===== src/rtl/swst_pkg.sv =====
// Package for the sensor window statistics block: sizes, register indexes,
// trend codes, sequencer states and the ring control struct. No dependencies.
`timescale 1ns / 1ps
`default_nettype none

package swst_pkg;

   localparam int WINDOW   = 10;
   localparam int SAMPLE_W = 16;
   localparam int SUM_W    = SAMPLE_W + $clog2(WINDOW);
   localparam int CNT_W    = $clog2(WINDOW + 1);
   localparam int SLOT_W   = (WINDOW > 1) ? $clog2(WINDOW) : 1;
   localparam int STEP_W   = $clog2(SUM_W + 1);
   localparam int DBAND_W  = 10;
   localparam int CSR_IDX_W = 2;

   localparam logic [CSR_IDX_W-1:0] CSR_NORMAL_LOW     = 2'd0;
   localparam logic [CSR_IDX_W-1:0] CSR_NORMAL_HIGH    = 2'd1;
   localparam logic [CSR_IDX_W-1:0] CSR_TREND_DEADBAND = 2'd2;

   localparam logic signed [SAMPLE_W-1:0] NORMAL_LOW_RST  = 16'sd2300;
   localparam logic signed [SAMPLE_W-1:0] NORMAL_HIGH_RST = 16'sd2700;
   localparam logic [DBAND_W-1:0]         DEADBAND_RST    = 10'd1;

   typedef enum logic [1:0] {
      TREND_STABLE  = 2'd0,
      TREND_RISING  = 2'd1,
      TREND_FALLING = 2'd2
   } trend_type;

   typedef enum logic [2:0] {
      ST_IDLE,
      ST_READ,
      ST_UPDATE,
      ST_START,
      ST_DIVIDE,
      ST_FINISH
   } state_type;

   typedef struct packed {
      logic rd_en;   // fetch the entry about to be overwritten
      logic upd;     // commit the new sample
   } ring_ctrl_type;

endpackage

`default_nettype wire


===== src/rtl/swst_ring.sv =====
// Sample ring with write slot, fill count and running sum.
// Depends on swst_pkg.
`timescale 1ns / 1ps
`default_nettype none

module swst_ring
   import swst_pkg::*;
(
   input  wire logic                       clock,
   input  wire logic                       reset,
   input  wire ring_ctrl_type              ctrl,
   input  wire logic signed [SAMPLE_W-1:0] sample,
   output logic signed [SUM_W-1:0]         sum,
   output logic [CNT_W-1:0]                count
);

   logic signed [SAMPLE_W-1:0] mem [WINDOW];
   logic signed [SAMPLE_W-1:0] old_ff;
   logic [SLOT_W-1:0]          slot_ff, slot_in;
   logic [CNT_W-1:0]           count_ff, count_in;
   logic signed [SUM_W-1:0]    sum_ff, sum_in;
   logic                       full;

   assign full = (count_ff == CNT_W'(WINDOW));

   always_ff @(posedge clock) begin
      if (ctrl.rd_en) begin
         old_ff <= mem[slot_ff];
      end
      if (ctrl.upd) begin
         mem[slot_ff] <= sample;
      end
   end

   always_comb begin
      slot_in  = slot_ff;
      count_in = count_ff;
      sum_in   = sum_ff;
      if (ctrl.upd) begin
         slot_in = (slot_ff == SLOT_W'(WINDOW - 1)) ? '0 : slot_ff + 1'b1;
         if (full) begin
            sum_in = sum_ff + SUM_W'(sample) - SUM_W'(old_ff);
         end else begin
            sum_in   = sum_ff + SUM_W'(sample);
            count_in = count_ff + 1'b1;
         end
      end
   end

   always_ff @(posedge clock) begin
      if (reset) begin
         slot_ff  <= '0;
         count_ff <= '0;
         sum_ff   <= '0;
      end else begin
         slot_ff  <= slot_in;
         count_ff <= count_in;
         sum_ff   <= sum_in;
      end
   end

   assign sum   = sum_ff;
   assign count = count_ff;

endmodule

`default_nettype wire


===== src/rtl/swst_div.sv =====
// Bit-serial restoring divider: unsigned dividend by the fill count, one
// quotient bit per cycle. Depends on swst_pkg.
`timescale 1ns / 1ps
`default_nettype none

module swst_div
   import swst_pkg::*;
(
   input  wire logic               clock,
   input  wire logic               reset,
   input  wire logic               start,
   input  wire logic [SUM_W-1:0]   dividend,
   input  wire logic [CNT_W-1:0]   divisor,
   output logic                    busy,
   output logic [SUM_W-1:0]        quotient
);

   logic [SUM_W-1:0]  dq_ff, dq_in;     // dividend bits out at top, quotient in at bottom
   logic [CNT_W-1:0]  rem_ff, rem_in;
   logic [CNT_W-1:0]  dvs_ff;
   logic [STEP_W-1:0] step_ff, step_in;
   logic              busy_ff, busy_in;
   logic [CNT_W:0]    trial, diff;
   logic              ge;

   always_comb begin
      trial   = {rem_ff, dq_ff[SUM_W-1]};
      ge      = (trial >= {1'b0, dvs_ff});
      diff    = trial - {1'b0, dvs_ff};
      dq_in   = dq_ff;
      rem_in  = rem_ff;
      step_in = step_ff;
      busy_in = busy_ff;
      if (start) begin
         dq_in   = dividend;
         rem_in  = '0;
         step_in = STEP_W'(SUM_W);
         busy_in = 1'b1;
      end else if (busy_ff) begin
         dq_in   = {dq_ff[SUM_W-2:0], ge};
         rem_in  = ge ? diff[CNT_W-1:0] : trial[CNT_W-1:0];
         step_in = step_ff - 1'b1;
         busy_in = (step_ff != STEP_W'(1));
      end
   end

   always_ff @(posedge clock) begin
      dq_ff  <= dq_in;
      rem_ff <= rem_in;
      if (start) begin
         dvs_ff <= divisor;
      end
   end

   always_ff @(posedge clock) begin
      if (reset) begin
         busy_ff <= 1'b0;
         step_ff <= '0;
      end else begin
         busy_ff <= busy_in;
         step_ff <= step_in;
      end
   end

   assign busy     = busy_ff;
   assign quotient = dq_ff;

endmodule

`default_nettype wire


===== src/rtl/sensor_window_statistics_core.sv =====
// Top level: sequencer, min/max, trend and band checks, result register.
// Depends on swst_pkg, swst_ring and swst_div.
//
//   port group  dir  handshake          words
//   req_*       in   req_valid/ready    sample
//   rsp_*       out  rsp_valid/ready    window_mean, lowest, highest, trend, out_of_band
//   csr_*       in   csr_we             normal_low, normal_high, trend_deadband
//
// One word goes through READ (fetch the entry about to be overwritten),
// UPDATE (commit the sample), START, DIVIDE (the serial divider, one quotient
// bit per cycle) and FINISH; a new word is taken only in IDLE, after FINISH.
// Reset clears the sequencer, sum, count, slot, min/max, previous sample and
// rsp_valid; ring entries are not cleared. A finished result waits in the output
// register while the next word is taken; the sequencer stalls only if it is still full.
`timescale 1ns / 1ps
`default_nettype none

module sensor_window_statistics_core
   import swst_pkg::*;
(
   input  wire logic                       clock,
   input  wire logic                       reset,
   input  wire logic                       req_valid,
   output logic                            req_ready,
   input  wire logic signed [SAMPLE_W-1:0] req_sample,
   output logic                            rsp_valid,
   input  wire logic                       rsp_ready,
   output logic signed [SAMPLE_W-1:0]      rsp_window_mean,
   output logic signed [SAMPLE_W-1:0]      rsp_lowest,
   output logic signed [SAMPLE_W-1:0]      rsp_highest,
   output logic [1:0]                      rsp_trend,
   output logic                            rsp_out_of_band,
   input  wire logic                       csr_we,
   input  wire logic [CSR_IDX_W-1:0]       csr_index,
   input  wire logic [SAMPLE_W-1:0]        csr_wdata
);

   state_type state_ff, state_in;
   ring_ctrl_type ring_ctrl;

   logic signed [SAMPLE_W-1:0] normal_low_ff, normal_high_ff;
   logic [DBAND_W-1:0]         deadband_ff;

   logic signed [SAMPLE_W-1:0] sample_ff;
   logic signed [SAMPLE_W-1:0] min_ff, max_ff, prev_ff;
   trend_type                  trend_ff, trend_in;
   logic                       oob_ff;
   logic                       neg_ff;

   logic signed [SUM_W-1:0]    ring_sum;
   logic [CNT_W-1:0]           ring_count;
   logic [SUM_W-1:0]           sum_mag;
   logic                       div_start, div_busy;
   logic [SUM_W-1:0]           div_q;
   logic [SAMPLE_W-1:0]        mean_mag;

   logic                       rsp_valid_ff;
   logic signed [SAMPLE_W-1:0] mean_out_ff, low_out_ff, high_out_ff;
   logic [1:0]                 trend_out_ff;
   logic                       oob_out_ff;

   logic                       accept, load_out, first;
   logic signed [SAMPLE_W:0]   diff;
   logic [SAMPLE_W:0]          mag;

   swst_ring u_ring (
      .clock  (clock),
      .reset  (reset),
      .ctrl   (ring_ctrl),
      .sample (sample_ff),
      .sum    (ring_sum),
      .count  (ring_count)
   );

   assign sum_mag = ring_sum[SUM_W-1] ? SUM_W'(-ring_sum) : SUM_W'(ring_sum);

   swst_div u_div (
      .clock    (clock),
      .reset    (reset),
      .start    (div_start),
      .dividend (sum_mag),
      .divisor  (ring_count),
      .busy     (div_busy),
      .quotient (div_q)
   );

   // csr
   always_ff @(posedge clock) begin
      if (reset) begin
         normal_low_ff  <= NORMAL_LOW_RST;
         normal_high_ff <= NORMAL_HIGH_RST;
         deadband_ff    <= DEADBAND_RST;
      end else if (csr_we) begin
         case (csr_index)
            CSR_NORMAL_LOW:     normal_low_ff  <= csr_wdata;
            CSR_NORMAL_HIGH:    normal_high_ff <= csr_wdata;
            CSR_TREND_DEADBAND: deadband_ff    <= csr_wdata[DBAND_W-1:0];
            default: ;
         endcase
      end
   end

   // sequencer
   always_comb begin
      state_in      = state_ff;
      req_ready     = 1'b0;
      ring_ctrl     = '0;
      div_start     = 1'b0;
      load_out      = 1'b0;
      case (state_ff)
         ST_IDLE: begin
            req_ready = 1'b1;
            if (req_valid) state_in = ST_READ;
         end
         ST_READ: begin
            ring_ctrl.rd_en = 1'b1;
            state_in        = ST_UPDATE;
         end
         ST_UPDATE: begin
            ring_ctrl.upd = 1'b1;
            state_in      = ST_START;
         end
         ST_START: begin
            div_start = 1'b1;
            state_in  = ST_DIVIDE;
         end
         ST_DIVIDE: begin
            if (!div_busy) state_in = ST_FINISH;
         end
         ST_FINISH: begin
            if (!rsp_valid_ff || rsp_ready) begin
               load_out = 1'b1;
               state_in = ST_IDLE;
            end
         end
         default: state_in = ST_IDLE;
      endcase
   end

   assign accept = req_valid && req_ready;
   assign first  = (ring_count == '0);

   always_comb begin
      diff = {sample_ff[SAMPLE_W-1], sample_ff} - {prev_ff[SAMPLE_W-1], prev_ff};
      mag  = diff[SAMPLE_W] ? (SAMPLE_W + 1)'(-diff) : diff;
      // zero deadband: a zero difference falls through to falling
      if (first || (mag < (SAMPLE_W + 1)'(deadband_ff))) begin
         trend_in = TREND_STABLE;
      end else if (!diff[SAMPLE_W] && (diff != '0)) begin
         trend_in = TREND_RISING;
      end else begin
         trend_in = TREND_FALLING;
      end
   end

   always_ff @(posedge clock) begin
      if (reset) begin
         state_ff     <= ST_IDLE;
         rsp_valid_ff <= 1'b0;
         min_ff       <= '0;
         max_ff       <= '0;
         prev_ff      <= '0;
      end else begin
         state_ff <= state_in;
         if (load_out) begin
            rsp_valid_ff <= 1'b1;
         end else if (rsp_ready) begin
            rsp_valid_ff <= 1'b0;
         end
         if (ring_ctrl.upd) begin
            prev_ff <= sample_ff;
            if (first || (sample_ff < min_ff)) min_ff <= sample_ff;
            if (first || (sample_ff > max_ff)) max_ff <= sample_ff;
         end
      end
   end

   always_ff @(posedge clock) begin
      if (accept) begin
         sample_ff <= req_sample;
      end
      if (ring_ctrl.upd) begin
         trend_ff <= trend_in;
         oob_ff   <= (sample_ff < normal_low_ff) || (sample_ff > normal_high_ff);
      end
      if (div_start) begin
         neg_ff <= ring_sum[SUM_W-1];
      end
   end

   assign mean_mag = div_q[SAMPLE_W-1:0];

   always_ff @(posedge clock) begin
      if (load_out) begin
         mean_out_ff  <= neg_ff ? -mean_mag : mean_mag;
         low_out_ff   <= min_ff;
         high_out_ff  <= max_ff;
         trend_out_ff <= trend_ff;
         oob_out_ff   <= oob_ff;
      end
   end

   assign rsp_valid       = rsp_valid_ff;
   assign rsp_window_mean = mean_out_ff;
   assign rsp_lowest      = low_out_ff;
   assign rsp_highest     = high_out_ff;
   assign rsp_trend       = trend_out_ff;
   assign rsp_out_of_band = oob_out_ff;

endmodule

`default_nettype wire

===== config.mk =====
export PLATFORM = sky130hd
export DESIGN_NAME = sensor_window_statistics_core
export DESIGN_NICKNAME = d
export VERILOG_FILES = /design/src/rtl/swst_pkg.sv /design/src/rtl/swst_ring.sv /design/src/rtl/swst_div.sv /design/src/rtl/sensor_window_statistics_core.sv
export SDC_FILE = /design/constraint.sdc
export NUM_CORES = 1
export LEC_CHECK = 0
export ABC_CLOCK_PERIOD_IN_PS = 8200
export BUFFER_PORTS_ARGS = -buffer_cell sky130_fd_sc_hd__buf_2
export CORE_MARGIN = 10
export CORE_UTILIZATION = 35
export DETAILED_ROUTE_END_ITERATION = 10
export MAX_ROUTING_LAYER = met4
export SLEW_MARGIN = 20
export SYNTH_ARGS = -nofsm -noshare
export SYNTH_HDL_FRONTEND = slang
export SYNTH_SLANG_ARGS = --single-unit

===== constraint.sdc =====
create_clock -name clock -period 8.2 [get_ports clock]
set_input_delay 1.64 -clock clock [delete_from_list [all_inputs] [get_ports clock]]
set_output_delay 1.64 -clock clock [all_outputs]
set_load 0.02 [all_outputs]

==> results <==
- The gate family responsible for the most delay along the worst path is compound AO/OA/AOI/OAI gates.
- The least setup slack across all paths after layout is 2410 ps.
- The library cells used most frequently in the layout, excluding fill and tap cells, are sky130_fd_sc_hd__edfxtp_1 (271), sky130_fd_sc_hd__nand2_1 (182), sky130_fd_sc_hd__ha_1 (137).
- The largest clock skew in the final design is 51.5 ps.
- u_ring.mem holds more flip-flops than any other register.
- The kind of critical path is flop to flop.
- VDD sags by at most 0.000179 V.
- The worst path uses 70.6% of the clock period.
- Relative to the synthesized area, the layout overhead comes to 14.6%.
- The final weighted congestion of routability-driven global placement is 0.869.
- The final setup violation count is 0.
- The repair_antennas step left the layout with diodes totalling 0.
- The unique cell type count in the Yosys netlist is 76.
- Including well taps, the total number of placed cells is 2625.
- The number of antenna violations at the first check in global routing was 0.
- The number of gates resized after cts is 0.
- The post-route netlist has 13.6% of its cells at a drive strength greater than 1.
- The tightest slew margin relative to the limit is 29.6%.
- The tree is rooted in a sky130_fd_sc_hd__clkbuf_16.
- The total number of yosys warnings is 0.
- After routing the design area is 23300 um2.
- Across all layers, the routed design uses 13800 vias.
- The via density per instance is 5.10.
- The total setup buffers inserted after CTS is 0.
- The register with the most flip-flops in the layout has 160 of them.
- Counting both buffers and inverters, the worst setup path holds a total of 1.
- The critical path goes through inv_1, fa_1, and2b_1, o221ai_2, a211oi_1, o21ai_0, a31oi_1, nor2_1, xnor2_1, ha_1, o21a_1, o21a_1, o21ai_0, a21oi_1, nor3_1, o21bai_1, a211oi_1, o211ai_1, a2111oi_1, nor2_1.
- The total global routing track utilization is 15.1%.
- In this run, the number of DRC markers left after iteration 0 of detailed routing was 848.
- The final standard cell count with taps included and fillers excluded is 2711.
- The placed instances occupy a cell area of 21700 um2.
- The total power per unit cell area is 251 nW/um2.
- The clock reaches the later pin of the worst-skew pair after 610 ps.
- The placeable core region is 57600 um2.
- The detailed-route wire length is 50300 um.
- The shortest clock period the worst path allows after layout is 5790 ps.
- In this run the worst hold path is classified as flop to flop.
- The most used flip-flop cell after synthesis is sky130_fd_sc_hd__edfxtp_1.
- For this run the aggregate overflow at the end of global routing stands at 0.
- The flow ran to the end, and the final reports show no timing, DRC or antenna violations.
- In this run the worst path has a maximum fanout of 20.
- The maximum number of pins on one net before global-route repair is 92.
- The setup slack after placement is 2470 ps.
- The via count of the first global-routing pass is 13800.
- Setup total negative slack on the finished layout was measured at 0 ps.
- 92 I/O pins were placed.
- The tree built by TritonCTS fans out to 403 sinks.
- The number of CTS-inserted buffers is 46.
- The analysis attributes to cell leakage a power of 8.54 nW.
- During placement, the flow inserted port buffers numbering 91.
- The chip height is 261 um.
- The area of the mapped netlist is 20300 um2.
- Of the synthesized area, sequential elements account for 53.1%.
- The number of hold-repair buffers added at the cts stage is 0.
- Data arrives at the worst endpoint at 6110 ps.
- In this run the remaining antenna-violating nets after routing total 0.
- The maximum root-to-sink buffer count is 3.
- The first global-routing pass estimated 78500 um of wire.
- The effective utilization at floorplan is 35.3%.
- In the routed design, unresolved DRC markers number 0.
- The count of H-tree levels built during CTS is 2.
- STA classifies the critical path endpoint as a flop.
- Leaving out fill and tap cells, the most frequent cell in the layout is sky130_fd_sc_hd__edfxtp_1.
- The total die area is 68100 um2.
- Synthesis handed over a netlist of 1810 instances.
- From left edge to right edge, the die measures 261 um.
- The tightest hold path in the finished design has a slack of 417 ps.
- The average wire length per cell after detail routing is 18.6 um.
- The delay contributed by the slowest stage of the critical path is 790 ps.
- Setup repair after global routing left no endpoint under its margin.
- The fraction of synthesis flops using an asynchronous set or reset pin is 0%.
- The slowest cell on the critical path is sky130_fd_sc_hd__edfxtp_1.
- The number of failing hold endpoints at the final stage was 0.
- TritonCTS built the clock tree.
- STA classifies the critical path startpoint as a flop.
- The post-synthesis sequential element count is 403.
- Max-cap violations in this run came to 0.
- Counting every net in the synthesized netlist gives 1990.
- The number of max-slew violations in the final report is 0.
- The HPWL after detailed placement is 34400 um.
- The count of standard-cell rows is 88.
- The measured slew at the worst slew-check pin is 1060 ps.
- The maximum frequency from static timing analysis is 173 MHz.
- The per-instance average area after synthesis is 11.2 um2.
- The first detailed-routing pass took 6 iterations.
- At the end of the flow, the number of nets in the layout was 2088.
- STA puts the critical path data required time at 8520 ps.
- The number of synthesized flops with an enable pin is 271.
- Clock-pin slew was measured on the worst setup and hold paths at 60 ps.
-- synthesized netlist by cell type (3+ instances only) --
cell type / number / area share (%)
sky130_fd_sc_hd__a311oi_1: 10 / 0.43
sky130_fd_sc_hd__a21oi_1: 117 / 2.9
sky130_fd_sc_hd__and2_1: 8 / 0.25
sky130_fd_sc_hd__nand4_1: 11 / 0.34
sky130_fd_sc_hd__a41oi_1: 5 / 0.22
sky130_fd_sc_hd__o211ai_1: 9 / 0.33
sky130_fd_sc_hd__a21o_1: 29 / 1.1
sky130_fd_sc_hd__a31oi_1: 7 / 0.22
sky130_fd_sc_hd__inv_1: 131 / 2.4
sky130_fd_sc_hd__fa_1: 4 / 0.39
sky130_fd_sc_hd__nor2b_1: 33 / 1.0
sky130_fd_sc_hd__ha_1: 137 / 8.4
sky130_fd_sc_hd__xor2_1: 34 / 1.5
sky130_fd_sc_hd__buf_6: 3 / 0.17
sky130_fd_sc_hd__nor4_1: 4 / 0.12
sky130_fd_sc_hd__o22ai_1: 5 / 0.15
sky130_fd_sc_hd__nand3_1: 20 / 0.49
sky130_fd_sc_hd__nor4b_1: 3 / 0.13
sky130_fd_sc_hd__o31ai_1: 12 / 0.44
sky130_fd_sc_hd__edfxtp_1: 271 / 40
sky130_fd_sc_hd__xnor2_1: 59 / 2.5
sky130_fd_sc_hd__a211o_1: 9 / 0.39
sky130_fd_sc_hd__dfxtp_1: 132 / 13
sky130_fd_sc_hd__o21bai_1: 4 / 0.15
sky130_fd_sc_hd__buf_2: 3 / 0.074
sky130_fd_sc_hd__or3_1: 13 / 0.40
sky130_fd_sc_hd__nor3b_1: 3 / 0.11
sky130_fd_sc_hd__clkbuf_1: 57 / 1.1
sky130_fd_sc_hd__nand2b_1: 24 / 0.74
sky130_fd_sc_hd__nand2_1: 182 / 3.4
sky130_fd_sc_hd__nor2_1: 126 / 2.3
sky130_fd_sc_hd__o41ai_1: 3 / 0.13
sky130_fd_sc_hd__mux2i_1: 61 / 3.0
sky130_fd_sc_hd__nand3b_1: 10 / 0.37
sky130_fd_sc_hd__o21a_1: 23 / 0.85
sky130_fd_sc_hd__nor3_1: 41 / 1.0
sky130_fd_sc_hd__and3_1: 8 / 0.25
sky130_fd_sc_hd__mux4_2: 32 / 3.5
sky130_fd_sc_hd__or2_2: 14 / 0.43
sky130_fd_sc_hd__or4_1: 4 / 0.15
sky130_fd_sc_hd__buf_1: 4 / 0.074
sky130_fd_sc_hd__a211oi_1: 34 / 1.3
sky130_fd_sc_hd__o21ai_0: 69 / 1.7
-- where the power goes --
group / internal [W] / switching (W)
clock: 0.00126 / 0.000862
combinational: 0.000562 / 0.000769
sequential: 0.00229 / 0.0000960
total: 0.00411 / 0.00173
-- cell type report --
| class | count | area, um2 |
|---|---|---|
| clock buffers | 57 | 1220 |
| clock inverters | 29 | 335 |
| fillers | 5487 | 34300 |
| inverters | 132 | 495 |
| multi-input cells | 1206 | 8820 |
| flip-flops and latches | 403 | 10800 |
| well taps | 765 | 957 |
| repair buffers | 119 | 668 |
-- cell families after synthesis --
logic type / Yosys count / share of synthesized area [%]
compound gates: 362 / 11.5
xor+xnor: 93 / 4.01
fa+ha+maj: 141 / 8.83
buf+inv: 201 / 3.94
flops: 403 / 53.1
mux: 94 / 6.61
simple gates: 516 / 12.0
-- worst paths after layout --
kind	cells after the start	to	slack [ps]	start
max	20	trend_ff[0]	2410	sample_ff[1]
min	0	rsp_trend[0]	420	trend_ff[0]
max reg2reg	20	trend_ff[0]	2410	sample_ff[1]
min reg2reg	0	rsp_trend[0]	420	trend_ff[0]
-- metal layers --
metal	part of all wire, %	wire length (um)	vias up	global-route usage (%)
met4	3.0	1500	0	5.17
met2	47	23800	319	24.2
met3	5.4	2710	75	2.65
met1	44	22300	6676	19.0
li1	-	-	6755	-
met5	0	0	-	-
-- per-stage QoR --
step                      util (%)  total power, W
after floorplan                  -         0.00341
after global placement        37.7         0.00372
after detailed placement      37.7         0.00376
after CTS                     40.4         0.00589
after global routing          40.4         0.00615
final                         40.4         0.00584
Power figures use the tool's default switching activity.
